### src/rtl/mlh_pkg.sv
package mlh_pkg;

  localparam int unsigned CounterWidthDefault = 17;
  localparam int unsigned RegWidth            = 16;
  localparam int unsigned QueueDepth          = 4;
  localparam int unsigned MaxResults          = 3;

  // register indexes
  localparam logic [2:0] REG_HB_EARLY   = 3'd0;
  localparam logic [2:0] REG_HB_LINKED  = 3'd1;
  localparam logic [2:0] REG_STATUS_PER = 3'd2;
  localparam logic [2:0] REG_QUERY_DLY  = 3'd3;
  localparam logic [2:0] REG_TIME_GAP   = 3'd4;

  localparam logic [RegWidth-1:0] HB_EARLY_RST   = 16'd3000;
  localparam logic [RegWidth-1:0] HB_LINKED_RST  = 16'd15000;
  localparam logic [RegWidth-1:0] STATUS_PER_RST = 16'd30000;
  localparam logic [RegWidth-1:0] QUERY_DLY_RST  = 16'd15000;
  localparam logic [RegWidth-1:0] TIME_GAP_RST   = 16'd500;

  // input operation
  localparam logic OP_TICK  = 1'b0;
  localparam logic OP_FRAME = 1'b1;

  // received commands
  localparam logic [7:0] CMD_HELLO    = 8'h00;
  localparam logic [7:0] CMD_PRODUCT  = 8'h01;
  localparam logic [7:0] CMD_MODE     = 8'h02;
  localparam logic [7:0] CMD_QUERY    = 8'h03;
  localparam logic [7:0] CMD_RESET_A  = 8'h04;
  localparam logic [7:0] CMD_RESET_B  = 8'h05;
  localparam logic [7:0] CMD_LINKED   = 8'h07;
  localparam logic [7:0] CMD_TIME     = 8'h0E;

  // frame kinds
  localparam logic [2:0] KIND_HEARTBEAT   = 3'd0;
  localparam logic [2:0] KIND_QUERY       = 3'd1;
  localparam logic [2:0] KIND_ACK_PRODUCT = 3'd2;
  localparam logic [2:0] KIND_ACK_MODE    = 3'd3;
  localparam logic [2:0] KIND_STATUS      = 3'd4;
  localparam logic [2:0] KIND_TIME        = 3'd5;
  localparam logic [2:0] KIND_REBOOT      = 3'd6;

  // status bytes
  localparam logic [2:0] LINK_NONE  = 3'd0;
  localparam logic [2:0] LINK_RESET = 3'd1;
  localparam logic [2:0] LINK_DOWN  = 3'd2;
  localparam logic [2:0] LINK_UP    = 3'd4;

  localparam logic [1:0] PHASE_IDLE   = 2'd0;
  localparam logic [1:0] PHASE_HELLO  = 2'd1;
  localparam logic [1:0] PHASE_PROD   = 2'd2;
  localparam logic [1:0] PHASE_LINKED = 2'd3;

  typedef struct packed {
    logic [2:0] kind;
    logic [2:0] link;
  } res_t;

  // results caused by one item, slot 0 first
  typedef struct packed {
    logic [1:0] cnt;
    res_t [MaxResults-1:0] r;
  } bundle_t;

endpackage

### src/rtl/mlh_front.sv
module mlh_front #(
  parameter int unsigned CounterWidth = mlh_pkg::CounterWidthDefault
) (
  input  logic                           clk_i,
  input  logic                           rst_ni,
  input  logic                           cfg_we_i,
  input  logic [2:0]                     cfg_idx_i,
  input  logic [mlh_pkg::RegWidth-1:0]   cfg_data_i,
  input  logic                           acc_i,
  input  logic                           op_i,
  input  logic [7:0]                     cmd_i,
  input  logic                           connected_i,
  input  logic                           time_valid_i,
  output logic                           push_o,
  output mlh_pkg::bundle_t               bundle_o
);

  localparam int unsigned CW = CounterWidth;
  localparam int unsigned RW = mlh_pkg::RegWidth;

  logic [RW-1:0] hb_early_q, hb_linked_q, status_per_q, query_dly_q, time_gap_q;
  logic [1:0]    phase_q, phase_d;
  logic          queried_q, queried_d;
  logic [CW-1:0] hb_q, hb_d, st_q, st_d, boot_q, boot_d, tr_q, tr_d;
  logic [CW-1:0] hb_n, st_n, boot_n, tr_n;
  logic [CW-1:0] hb_per;
  mlh_pkg::bundle_t b;

  function automatic logic [CW-1:0] bump(input logic [CW-1:0] c);
    bump = (&c) ? c : c + {{(CW-1){1'b0}}, 1'b1};
  endfunction

  function automatic logic [CW-1:0] ext(input logic [RW-1:0] v);
    ext = {{(CW-RW){1'b0}}, v};
  endfunction

  always_ff @(posedge clk_i or negedge rst_ni) begin
    if (!rst_ni) begin
      hb_early_q   <= mlh_pkg::HB_EARLY_RST;
      hb_linked_q  <= mlh_pkg::HB_LINKED_RST;
      status_per_q <= mlh_pkg::STATUS_PER_RST;
      query_dly_q  <= mlh_pkg::QUERY_DLY_RST;
      time_gap_q   <= mlh_pkg::TIME_GAP_RST;
    end else if (cfg_we_i) begin
      case (cfg_idx_i)
        mlh_pkg::REG_HB_EARLY:   hb_early_q   <= cfg_data_i;
        mlh_pkg::REG_HB_LINKED:  hb_linked_q  <= cfg_data_i;
        mlh_pkg::REG_STATUS_PER: status_per_q <= cfg_data_i;
        mlh_pkg::REG_QUERY_DLY:  query_dly_q  <= cfg_data_i;
        mlh_pkg::REG_TIME_GAP:   time_gap_q   <= cfg_data_i;
        default: ;
      endcase
    end
  end

  assign hb_n   = bump(hb_q);
  assign st_n   = bump(st_q);
  assign boot_n = bump(boot_q);
  assign tr_n   = bump(tr_q);
  assign hb_per = (phase_q == mlh_pkg::PHASE_LINKED) ? ext(hb_linked_q) : ext(hb_early_q);

  always_comb begin
    phase_d   = phase_q;
    queried_d = queried_q;
    hb_d      = hb_q;
    st_d      = st_q;
    boot_d    = boot_q;
    tr_d      = tr_q;
    b         = '0;
    if (op_i == mlh_pkg::OP_TICK) begin
      hb_d   = hb_n;
      st_d   = st_n;
      boot_d = boot_n;
      tr_d   = tr_n;
      if (hb_n >= hb_per) begin
        b.r[b.cnt] = '{kind: mlh_pkg::KIND_HEARTBEAT, link: mlh_pkg::LINK_NONE};
        b.cnt      = b.cnt + 2'd1;
        hb_d       = '0;
      end
      if (phase_q == mlh_pkg::PHASE_LINKED && st_n >= ext(status_per_q)) begin
        b.r[b.cnt] = '{kind: mlh_pkg::KIND_STATUS,
                       link: connected_i ? mlh_pkg::LINK_UP : mlh_pkg::LINK_DOWN};
        b.cnt      = b.cnt + 2'd1;
        st_d       = '0;
      end
      if (phase_q != mlh_pkg::PHASE_IDLE && !queried_q && boot_n > ext(query_dly_q)) begin
        b.r[b.cnt] = '{kind: mlh_pkg::KIND_QUERY, link: mlh_pkg::LINK_NONE};
        b.cnt      = b.cnt + 2'd1;
        queried_d  = 1'b1;
      end
    end else begin
      case (cmd_i)
        mlh_pkg::CMD_HELLO: begin
          if (phase_q != mlh_pkg::PHASE_LINKED) begin
            phase_d = mlh_pkg::PHASE_HELLO;
            b.r[0]  = '{kind: mlh_pkg::KIND_STATUS, link: mlh_pkg::LINK_UP};
            b.cnt   = 2'd1;
          end
        end
        mlh_pkg::CMD_PRODUCT: begin
          b.r[0] = '{kind: mlh_pkg::KIND_ACK_PRODUCT, link: mlh_pkg::LINK_NONE};
          b.r[1] = '{kind: mlh_pkg::KIND_STATUS, link: mlh_pkg::LINK_UP};
          b.cnt  = 2'd2;
          if (phase_q < mlh_pkg::PHASE_PROD) phase_d = mlh_pkg::PHASE_PROD;
        end
        mlh_pkg::CMD_MODE: begin
          b.r[0] = '{kind: mlh_pkg::KIND_ACK_MODE, link: mlh_pkg::LINK_NONE};
          b.cnt  = 2'd1;
        end
        mlh_pkg::CMD_QUERY: begin
          if (!queried_q) begin
            b.r[0]    = '{kind: mlh_pkg::KIND_QUERY, link: mlh_pkg::LINK_NONE};
            b.cnt     = 2'd1;
            queried_d = 1'b1;
          end
        end
        mlh_pkg::CMD_LINKED: phase_d = mlh_pkg::PHASE_LINKED;
        mlh_pkg::CMD_TIME: begin
          if (time_valid_i && tr_q > ext(time_gap_q)) begin
            b.r[0] = '{kind: mlh_pkg::KIND_TIME, link: mlh_pkg::LINK_NONE};
            b.cnt  = 2'd1;
            tr_d   = '0;
          end
        end
        mlh_pkg::CMD_RESET_A, mlh_pkg::CMD_RESET_B: begin
          b.r[0] = '{kind: mlh_pkg::KIND_STATUS, link: mlh_pkg::LINK_RESET};
          b.r[1] = '{kind: mlh_pkg::KIND_REBOOT, link: mlh_pkg::LINK_NONE};
          b.cnt  = 2'd2;
        end
        default: ;
      endcase
    end
  end

  always_ff @(posedge clk_i or negedge rst_ni) begin
    if (!rst_ni) begin
      phase_q   <= mlh_pkg::PHASE_IDLE;
      queried_q <= 1'b0;
      hb_q      <= '0;
      st_q      <= '0;
      boot_q    <= '0;
      tr_q      <= '0;
    end else if (acc_i) begin
      phase_q   <= phase_d;
      queried_q <= queried_d;
      hb_q      <= hb_d;
      st_q      <= st_d;
      boot_q    <= boot_d;
      tr_q      <= tr_d;
    end
  end

  // items that cause no result never enter the queue
  assign push_o   = acc_i && (b.cnt != 2'd0);
  assign bundle_o = b;

endmodule

### src/rtl/mlh_queue.sv
module mlh_queue (
  input  logic             clk_i,
  input  logic             rst_ni,
  input  logic             push_i,
  input  mlh_pkg::bundle_t data_i,
  input  logic             pop_i,
  output logic             full_o,
  output logic             empty_o,
  output mlh_pkg::bundle_t data_o
);

  localparam int unsigned Depth = mlh_pkg::QueueDepth;
  localparam int unsigned PtrW  = $clog2(Depth);
  localparam int unsigned CntW  = $clog2(Depth + 1);

  mlh_pkg::bundle_t mem_q [Depth];
  logic [PtrW-1:0]  wr_q, rd_q;
  logic [CntW-1:0]  cnt_q;

  always_ff @(posedge clk_i) begin
    if (push_i) mem_q[wr_q] <= data_i;
  end

  always_ff @(posedge clk_i or negedge rst_ni) begin
    if (!rst_ni) begin
      wr_q  <= '0;
      rd_q  <= '0;
      cnt_q <= '0;
    end else begin
      if (push_i) wr_q <= (wr_q == PtrW'(Depth - 1)) ? '0 : wr_q + 1'b1;
      if (pop_i)  rd_q <= (rd_q == PtrW'(Depth - 1)) ? '0 : rd_q + 1'b1;
      case ({push_i, pop_i})
        2'b10:   cnt_q <= cnt_q + 1'b1;
        2'b01:   cnt_q <= cnt_q - 1'b1;
        default: ;
      endcase
    end
  end

  assign full_o  = (cnt_q == CntW'(Depth));
  assign empty_o = (cnt_q == '0);
  assign data_o  = mem_q[rd_q];

endmodule

### src/rtl/mlh_back.sv
module mlh_back (
  input  logic             clk_i,
  input  logic             rst_ni,
  input  logic             empty_i,
  input  mlh_pkg::bundle_t head_i,
  output logic             pop_o,
  output logic             valid_o,
  input  logic             ready_i,
  output mlh_pkg::res_t    res_o,
  output logic             last_o
);

  logic [1:0]    sub_q;
  logic          valid_q;
  mlh_pkg::res_t res_q;
  logic          last_q;
  logic          load, is_last;

  // output register refills whenever the queue is not empty and the register is empty or being taken
  assign load    = !empty_i && (!valid_q || ready_i);
  assign is_last = (sub_q == head_i.cnt - 2'd1);
  assign pop_o   = load && is_last;

  always_ff @(posedge clk_i or negedge rst_ni) begin
    if (!rst_ni) begin
      valid_q <= 1'b0;
      sub_q   <= '0;
    end else begin
      if (load) begin
        valid_q <= 1'b1;
        sub_q   <= is_last ? 2'd0 : sub_q + 2'd1;
      end else if (ready_i) begin
        valid_q <= 1'b0;
      end
    end
  end

  always_ff @(posedge clk_i) begin
    if (load) begin
      res_q  <= head_i.r[sub_q];
      last_q <= is_last;
    end
  end

  assign valid_o = valid_q;
  assign res_o   = res_q;
  assign last_o  = last_q;

endmodule

### src/rtl/module_link_handshake.sv
// Serial link handshake keeper. Each input item is a 1 ms tick (tuser = 0) or a
// received command byte (tuser = 1); every item yields zero to three reply frame
// kinds, streamed one per cycle while m_axis_tready holds, tlast on the item's last.
// Items are taken one per cycle as long as the four-entry result queue between
// the classifier and the output serializer has room; an item that produces n
// results occupies the output for n frames, so a long run of multi-result items
// is paced by the single output port. Items with no result never enter the queue.
// Configuration writes (cfg_we_i, cfg_idx_i, cfg_data_i) take effect the next
// cycle and must only be issued while the block is idle.
module module_link_handshake #(
  parameter int unsigned COUNTER_WIDTH = mlh_pkg::CounterWidthDefault
) (
  input  logic        clk_i,
  input  logic        rst_ni,
  input  logic        cfg_we_i,
  input  logic [2:0]  cfg_idx_i,
  input  logic [15:0] cfg_data_i,
  input  logic        s_axis_tvalid,
  output logic        s_axis_tready,
  input  logic [15:0] s_axis_tdata,  // [7:0] command, [8] wifi_connected, [9] time_valid
  input  logic        s_axis_tuser,  // [0] operation
  output logic        m_axis_tvalid,
  input  logic        m_axis_tready,
  output logic [7:0]  m_axis_tdata,  // [2:0] frame_kind, [5:3] link_status
  output logic        m_axis_tlast
);

  logic             acc, push, full, empty, pop;
  mlh_pkg::bundle_t fb, head;
  mlh_pkg::res_t    res;

  assign s_axis_tready = !full;
  assign acc           = s_axis_tvalid && s_axis_tready;

  mlh_front #(.CounterWidth(COUNTER_WIDTH)) u_front (
    .clk_i        (clk_i),
    .rst_ni       (rst_ni),
    .cfg_we_i     (cfg_we_i),
    .cfg_idx_i    (cfg_idx_i),
    .cfg_data_i   (cfg_data_i),
    .acc_i        (acc),
    .op_i         (s_axis_tuser),
    .cmd_i        (s_axis_tdata[7:0]),
    .connected_i  (s_axis_tdata[8]),
    .time_valid_i (s_axis_tdata[9]),
    .push_o       (push),
    .bundle_o     (fb)
  );

  mlh_queue u_queue (
    .clk_i   (clk_i),
    .rst_ni  (rst_ni),
    .push_i  (push),
    .data_i  (fb),
    .pop_i   (pop),
    .full_o  (full),
    .empty_o (empty),
    .data_o  (head)
  );

  mlh_back u_back (
    .clk_i   (clk_i),
    .rst_ni  (rst_ni),
    .empty_i (empty),
    .head_i  (head),
    .pop_o   (pop),
    .valid_o (m_axis_tvalid),
    .ready_i (m_axis_tready),
    .res_o   (res),
    .last_o  (m_axis_tlast)
  );

  assign m_axis_tdata = {2'b00, res.link, res.kind};

endmodule

### config.mk
export PLATFORM = sky130hd
export DESIGN_NAME = module_link_handshake
export DESIGN_NICKNAME = d
export VERILOG_FILES = /design/src/rtl/mlh_pkg.sv /design/src/rtl/mlh_front.sv /design/src/rtl/mlh_queue.sv /design/src/rtl/mlh_back.sv /design/src/rtl/module_link_handshake.sv
export SDC_FILE = /design/constraint.sdc
export NUM_CORES = 1
export LEC_CHECK = 0
export BUFFER_PORTS_ARGS = -buffer_cell sky130_fd_sc_hd__buf_4
export CORE_MARGIN = 2
export CORE_UTILIZATION = 47
export CTS_CLUSTER_DIAMETER = 80
export DETAILED_ROUTE_END_ITERATION = 10
export PLACE_DENSITY_LB_ADDON = 0.05
export SLEW_MARGIN = 30
export SYNTH_ARGS = -nofsm -noshare
export SYNTH_HDL_FRONTEND = slang
export SYNTH_SLANG_ARGS = --single-unit
### constraint.sdc
create_clock -name clk_i -period 7.95 [get_ports clk_i]
set_clock_uncertainty 0.1 [all_clocks]
set_input_delay 1.59 -clock clk_i [delete_from_list [all_inputs] [get_ports clk_i]]
set_output_delay 1.59 -clock clk_i [all_outputs]
set_load 0.02 [all_outputs]
Word-level counts from Yosys, hierarchy flattened
Memory sizes are Yosys's and may differ from the RTL's. Cells that the tools add are included. Widths: inputs -> output; s select.

Add/sub/neg operators: 12. $lt $le $gt $ge: 10. Eq/ne operators: 25. Muxes and demuxes: 50. Bitwise gates (word level): 4. Reductions and logical operators: 39.

Operator list (number): $mux 17 (9); $add 17x1->17 const B (4); $reduce_and 17->1 (4); $mux 20 (3); $mux 6 (7); $pmux 6 s6 (1); $gt 17x16->1 (2); $demux 6 s2 (2); $eq 8x3->1 const B (3); $bwmux 18 (1); $ge 17x16->1 (1); $ge 17x17->1 (1); $eq 8x2->1 const B (2); $mux 16 (1); $and 15x15->15 (1); $not 15->15 (1); $mux 2 (7); $bmux 6 s2 (1); $mux 12 (1); $pmux 6 s2 (1); $reduce_and 2->1 (6); $mux 1 (11); $add 2x1->2 const B (5); $logic_and 1x1->1 (10); 34 further kinds (55).

Register bits: 168. Bits in writable memories: 80. Input port bits: 41. Output and inout bits: 11. Word-level logic and storage cells: 160. Memories kept: 1.

Memories: u_queue.mem_q (depth 4, width 20, read ports 1, clocked after memory_dff 0, write ports 1, line mlh_queue.sv:16) `mlh_pkg::bundle_t mem_q [Depth];`.

Depth between registers and ports, before layout
Gate-level depths: netlist (run 1).

Depth after elaboration: 24. Gate-level depth with buffers: 28. Gate-level depth less buffers: 27.

Hierarchy
Synthesis (run 1) repeated with hierarchy kept, for this count alone.

Cell total of the unflattened synthesis: 1160. Area total of the unflattened synthesis: 13345.3 um2.

Modules (own cells, without submodules): mlh_front (instances 1, cells each 965, area each 9454.1 um2); mlh_queue (instances 1, cells each 142, area each 3308.2 um2); mlh_back (instances 1, cells each 48, area each 554.3 um2); module_link_handshake (instances 1, cells each 5, area each 28.8 um2).

Worst setup path after synthesis (run 1)
No wires, ideal clock.

Path kind: register to register. Start point: reg u_front.st_q[5]. End point: reg u_queue.cnt_q[2]. Library setup time: 79 ps. Data arrival time: 5334 ps. Required time: 7771 ps. Slack: 2436 ps. Stages on the path, launching flop included: 29. Period minus slack after synthesis: 5514 ps. Cells stage by stage: dfrtp_1 > and4_1 > and4_1 > a31oi_1 > nand2_1 > nor2_1 > nand3_1 > xnor2_1 > ha_1 > nand2_1 > nor2_1 > a211oi_1 > o21ai_0 > or4_1 > nand2_2 > inv_1 > clkbuf_1 > ha_1 > inv_1 > o31ai_1 > a2bb2oi_1 > o21ba_4 > inv_1 > ha_1 > inv_1 > fa_1 > xor2_1 > nor2_1 > xor2_1.

RTL lines: from (decl) (line mlh_front.sv:24) `logic [CW-1:0] hb_q, hb_d, st_q, st_d, boot_q, boot_d, tr_q, tr_d;`; from (signal assigned) (line mlh_front.sv:147) `st_q <= st_d;`; to (signal assigned) (line mlh_queue.sv:33) `2'b10: cnt_q <= cnt_q + 1'b1;`; to (signal assigned) (line mlh_queue.sv:34) `2'b01: cnt_q <= cnt_q - 1'b1;`; to (decl) (line mlh_queue.sv:18) `logic [CntW-1:0] cnt_q;`.

==> results of run 1 <==
[flip-flops by register name, summed over array words and instances (netlist names), 6 cells and up]
signal,count
u_front.boot_q,17
u_front.status_per_q,16
u_front.st_q,17
u_front.hb_early_q,16
u_queue.mem_q,56
u_front.hb_q,17
u_front.time_gap_q,16
u_front.tr_q,17
u_back.res_o,6
u_front.query_dly_q,16
u_front.hb_linked_q,16
[Yosys cell counts (3+ instances only)]
library cell / count
a211o_1: 3
a211oi_1: 3
a21boi_0: 3
a21o_1: 9
a21oi_1: 32
a22o_1: 10
a2bb2oi_1: 4
a31oi_1: 4
and2_1: 8
and2_2: 4
and3_1: 18
and4_1: 9
buf_1: 3
clkbuf_1: 37
dfrtp_1: 127
dfstp_2: 34
edfxtp_1: 63
ha_1: 79
inv_1: 77
mux2_2: 54
mux2i_1: 23
mux4_2: 14
nand2_1: 106
nand2b_1: 9
nand3_1: 44
nand4_1: 23
nor2_1: 56
nor2b_1: 12
nor3_1: 22
nor4_1: 4
o211ai_1: 3
o21a_1: 5
o21ai_0: 86
o21bai_1: 7
o22ai_1: 4
o2bb2ai_1: 4
o31ai_1: 5
or3_1: 5
or4_1: 4
xnor2_1: 39
xor2_1: 35
[cell families (layout without fill, tap and decap cells)]
family | count (synthesis) | count (layout) | synth area share
AO/OA/AOI/OAI | 199 | 199 | 0.104
XOR/XNOR | 74 | 74 | 0.0530
adder cells (fa/ha/maj) | 80 | 80 | 0.0825
buffers and inverters | 119 | 180 | 0.0371
flip-flops | 224 | 224 | 0.488
multiplexers | 93 | 93 | 0.0968
other | 1 | 2 | 0.000307
AND/OR/NAND/NOR | 337 | 337 | 0.139
[where the power goes]
group | internal [mW] | switching (mW)
registers | 1.43 | 0.186
clock network | 0.835 | 0.483
logic | 0.452 | 0.499
total | 2.72 | 1.17
[layout make-up]
class                      instances  area, um^2  area share
timing repair buffer              55         420      0.0302
clock inverter                    11         179      0.0129
sequential                       224        5960       0.429
tap                              335         419      0.0301
clock buffer                      37         773      0.0556
inverter                          77         289      0.0208
multi-input combinational        785        5860       0.422
[worst max path at each step]
stage / from / cells after the start / to
after floorplan: u_front.st_q[5]$_DFFE_PN0P_ / 28 / u_queue.cnt_q[2]$_DFFE_PN0P_
after detailed placement: u_front.st_q[5]$_DFFE_PN0P_ / 27 / u_queue.cnt_q[2]$_DFFE_PN0P_
after global placement: u_front.st_q[5]$_DFFE_PN0P_ / 27 / u_queue.cnt_q[2]$_DFFE_PN0P_
after CTS: u_front.st_q[5]$_DFFE_PN0P_ / 27 / u_queue.cnt_q[2]$_DFFE_PN0P_
final: u_front.st_q[5]$_DFFE_PN0P_ / 27 / u_queue.cnt_q[2]$_DFFE_PN0P_
after global routing: u_front.st_q[5]$_DFFE_PN0P_ / 27 / u_queue.cnt_q[2]$_DFFE_PN0P_
[routing by layer]
metal / part of all wire / wire length, um / vias up / global-route usage
met5: 0 / 0 / - / 0
met4: 0.018 / 479 / 0 / 0.0427
met3: 0.032 / 884 / 34 / 0.0235
met2: 0.48 / 13100 / 137 / 0.346
met1: 0.47 / 12900 / 4079 / 0.288
li1: - / - / 4114 / -
[stage by stage]
| stage | setup slack (ns) | power (mW) |
|---|---|---|
| after global routing | 0.955 | 4.12 |
| after CTS | 1.50 | 3.94 |
| after global placement | 1.62 | 2.57 |
| after detailed placement | 1.54 | 2.60 |
| after floorplan | 2.44 | 2.30 |
| final | 1.54 | 3.89 |
==> run metrics, run 1 <==
status finished, final reports clean; most frequent CP cell inv_1; largest net degree at the start of global routing 59; Design Area, Final 13900 um^2; I/O Pins 52; library cells used by synthesis 70; largest area contributor in the netlist dfrtp_1; remaining global-route overflow 0; CTS HTree Levels 1; Slowest cell on crit path or4_1; via count of the routed design 8364; final hold vios 0; period utilization 0.807; Worst EP arrival 6.76 ns; layout cells sized above 1 0.190; area grow syn2layout 13.7%; reg-to-reg endpoint u_queue.cnt_q[2]$_DFFE_PN0P_; largest delay contributor family on the critical path simple AND/OR/NAND/NOR gates; Crit path buffers/inverters 4; Reg clk slew, reported paths 0.06 ns; # rows 59; reg2reg start u_front.st_q[5]$_DFFE_PN0P_; CP max FO 17; Post-Route WL 27300 um; synthesis warning total 0; worst-margin pin slew 0.929 ns; CTS Buf Count 26; leakage power 6.21 nW; DP HPWL 19200 um; die height 165 um; WS Path Type reg -> reg; commonest non-fill, non-tap cell in the layout dfrtp_1; post-CTS setup buffer count 0; Mean Syn Cell Area 10.9 um^2; total power divided by cell area 279 nW/um^2; synthesized instance count 1127; DR iter-0 viols 496; leading post-synthesis cells by cell area dfrtp_1 26%, edfxtp_1 15%, ha_1 8.1%; Max Buffers Root-to-Sink 3; dpl cell area 13000 um^2; sequential area share after synthesis 0.488; die area 27300 um^2; max cap viols 0; most frequent cells in the layout 126 x dfrtp_1, 106 x nand2_1, 86 x o21ai_0, 79 x ha_1, 77 x inv_1; max incr delay on CP 0.58 ns; Num Clock Sinks 224; GPL Wtd Cong 0.797; Post-CTS Resized 0; ANT nets after route 0; initial antenna violation count 0; nature of the critical path startpoint flip-flop; Worst Path Required 8.30 ns; port bufs 43; number of global-route vias before repair 8231; max-slew violation count 0; routed vias/inst 5.49; Crit. End Element flip-flop; first-pass GRT wire length 44000 um; Initial Util 0.473; Clock Latency Late Sink 0.54 ns; RSZ-0062 raised after global routing false; Yosys reg bits 224; final net count 1290; area of the core 25800 um^2; Hold Crit Class reg -> reg; FMAX 156 MHz; R2R depth 27; Die W 165 um; overall routing resource usage 0.205; HP Start u_front.hb_early_q[0]$_DFFE_PN0P_; number of synthesized flops with an enable pin 63; CTS root buffer clkbuf_16; setup_tns 0 ns; Setup violations, final 0; fill count 2330; ys flop type dfrtp_1; DRT Pass-1 Iters 4; hold_buf cts 0; asr flop ratio synth 0.719; Slew HR 0.377; Peak VDD IR 0.000204 V; Inst Count DP 1476; WL/cell 17.9 um; Worst R2R Setup Slack 1.54 ns; CTS tree yes; Hold Crit Depth 1; DRC viols 0; Yosys top cell area share 0.260; Non-Filler Instances 1524; Netlist Area Pre-Place 12200 um^2; Worst Hold End u_front.hb_early_q[0]$_DFFE_PN0P_; fin util 0.538; Final min period 6.41 ns; final hold slack 0.400 ns; n_diodes 0
Power figures use the tool's default switching activity.
==> run 2, diff against run 1 <==
==> constraint.sdc (replaced) <==
create_clock -name clk_i -period 6.45 [get_ports clk_i]
set_clock_uncertainty 0.1 [all_clocks]
set_input_delay 1.29 -clock clk_i [delete_from_list [all_inputs] [get_ports clk_i]]
set_output_delay 1.29 -clock clk_i [all_outputs]
set_load 0.02 [all_outputs]
==> run metrics, run 2 (synthesis gave the netlist of run 1 again) <==
largest delay contributor family on the critical path simple AND/OR/NAND/NOR gates; number of global-route vias before repair 8081 (-1.8%); layout cells sized above 1 0.191 (+0.00100); post-CTS setup buffer count 0 (unchanged); commonest non-fill, non-tap cell in the layout dfrtp_1; WS Path Type reg -> reg; DP HPWL 19400 um (+0.94%); Clk pwr share 0.320 (-0.019); max reg flops 56 (unchanged); Num Clock Sinks 224 (unchanged); sequential cell area 5960 um^2 (unchanged); Peak VDD IR 0.000215 V (+5.3%); CTS Buf Count 25 (-3.8%); CTS root buffer clkbuf_16; fill count 2302 (-1.2%); total power divided by cell area 337 nW/um^2 (+20%); FMAX 166 MHz (+6.6%); Switch Pwr 1.42 mW (+21%); Post-Route WL 27400 um (+0.33%); largest net degree at the start of global routing 66 (+12%); setup_tns 0 ns (unchanged); Slew HR 0.364 (-0.0140); first-pass GRT wire length 44100 um (+0.27%); via count of the routed design 8312 (-0.62%); Post-CTS Resized 0 (unchanged); Slowest cell on crit path or4_1; CTS tree yes; die area 27300 um^2 (unchanged); most frequent cells in the layout 126 x dfrtp_1, 106 x nand2_1, 86 x o21ai_0, 79 x ha_1, 77 x inv_1; combinational share of power 0.251 (+0.006); Flop pwr share 0.429 (+0.013); WL/cell 18.0 um (+0.39%); n_diodes 0 (unchanged); I/O Pins 52 (unchanged); area of the core 25800 um^2 (unchanged); leakage power 6.17 nW (-0.62%); period utilization 0.932 (+0.126); remaining global-route overflow 0 (unchanged); Clock Latency Late Sink 0.52 ns (-0.02 ns); hold_buf cts 0 (unchanged); DR iter-0 viols 366 (-26%); Hold Crit Class reg -> reg; Biggest register u_queue.mem_q; GPL Wtd Cong 0.806 (+1.2%); status finished, final reports clean; Final min period 6.01 ns (-0.399 ns); max-slew violation count 0 (unchanged); cell-internal power 3.24 mW (+19%); pre-CTS setup slack 0.468 ns (-1.07 ns); # rows 59 (unchanged); Worst EP arrival 6.35 ns (-0.41 ns); Initial Util 0.473 (unchanged); Crit. End Element flip-flop; max cap viols 0 (unchanged); overall routing resource usage 0.208 (+0.00257); Worst Path Required 6.79 ns (-1.51 ns); Max Buffers Root-to-Sink 3 (unchanged); nature of the critical path startpoint flip-flop; worst-margin pin slew 0.950 ns (+0.0208 ns); Setup violations, final 0 (unchanged); CP max FO 9 (-8); RSZ-0062 raised after global routing false; routed vias/inst 5.46 (-0.56%); area of the multi-input gates 5870 um^2 (about the same); PnR worst setup slack 0.437 ns (-1.10 ns); DRC viols 0 (unchanged); die height 165 um (unchanged); Crit path buffers/inverters 3 (-1); area grow syn2layout 13.1%; max incr delay on CP 0.59 ns (about the same); port bufs 43 (unchanged); final net count 1291 (+0.078%); Reg clk slew, reported paths 0.06 ns (about the same); DRT Pass-1 Iters 5 (+1); CTS HTree Levels 1 (unchanged); final hold vios 0 (unchanged); initial antenna violation count 0 (unchanged); ANT nets after route 0 (unchanged); Sw Ratio 0.305 (+0.00435); Die W 165 um (unchanged)
## run 2: changes by cell type in the layout (fill, tap and decap cells not counted), sizes merged
cell / before / now
clkinvlp: 0 / 1
bufinv: 5 / 4
clkbuf: 37 / 34
buf: 55 / 57
## run 2: cell type report
class	count	share of cell area
inverters	77	0.0209
clock buffers	34	0.0504
flip-flops and latches	224	0.431
repair buffers	57	0.0315
multi-input cells	785	0.424
clock inverters	11	0.0117
well taps	335	0.0303
## run 2: per-stage QoR
stage               area, um^2  hold WS, ns  power [mW]  instances  utilization
floorplan                12200        0.360        2.83       1128            -
global placement         13000        0.388        3.17       1477        0.501
detailed placement       13000        0.382        3.21       1478        0.502
CTS                      13800        0.394        4.72       1523        0.535
global route             13800        0.422        4.97       1523        0.535
finish                   13800        0.394        4.66       1523        0.535
## run 2: final timing paths
path	startpoint	endpoint	slack, ns	cells past startpoint
max reg2reg	u_front.st_q[12]$_DFFE_PN0P_	u_queue.cnt_q[2]$_DFFE_PN0P_	0.44	25
min reg2reg	u_queue.cnt_q[2]$_DFFE_PN0P_	u_queue.cnt_q[2]$_DFFE_PN0P_	0.39	1
min in group asynchronous	rst_ni	u_back.valid_o$_DFFE_PN0P_	0.60	1
min	u_queue.cnt_q[2]$_DFFE_PN0P_	u_queue.cnt_q[2]$_DFFE_PN0P_	0.39	1
max in group asynchronous	rst_ni	u_front.query_dly_q[14]$_DFFE_PN0P_	4.44	2
max	u_front.st_q[12]$_DFFE_PN0P_	u_queue.cnt_q[2]$_DFFE_PN0P_	0.44	25
## run 2: power by group through the flow
stage	sequential, mW	combinational [mW]	clock, mW
global placement	2.02	1.15	0
detailed placement	2.03	1.18	0
floorplan	1.94	0.895	0
CTS	2.00	1.19	1.53
global route	2.04	1.33	1.60
finish	2.00	1.17	1.49
## run 2: layer usage
metal,vias to the layer above,track usage,part of all wire,wire length (um)
li1,4114,-,-,-
met2,130,0.334,0.46,12700
met5,-,0,0,0
met1,4040,0.305,0.49,13400
met3,28,0.0245,0.035,947
met4,0,0.0435,0.012,341
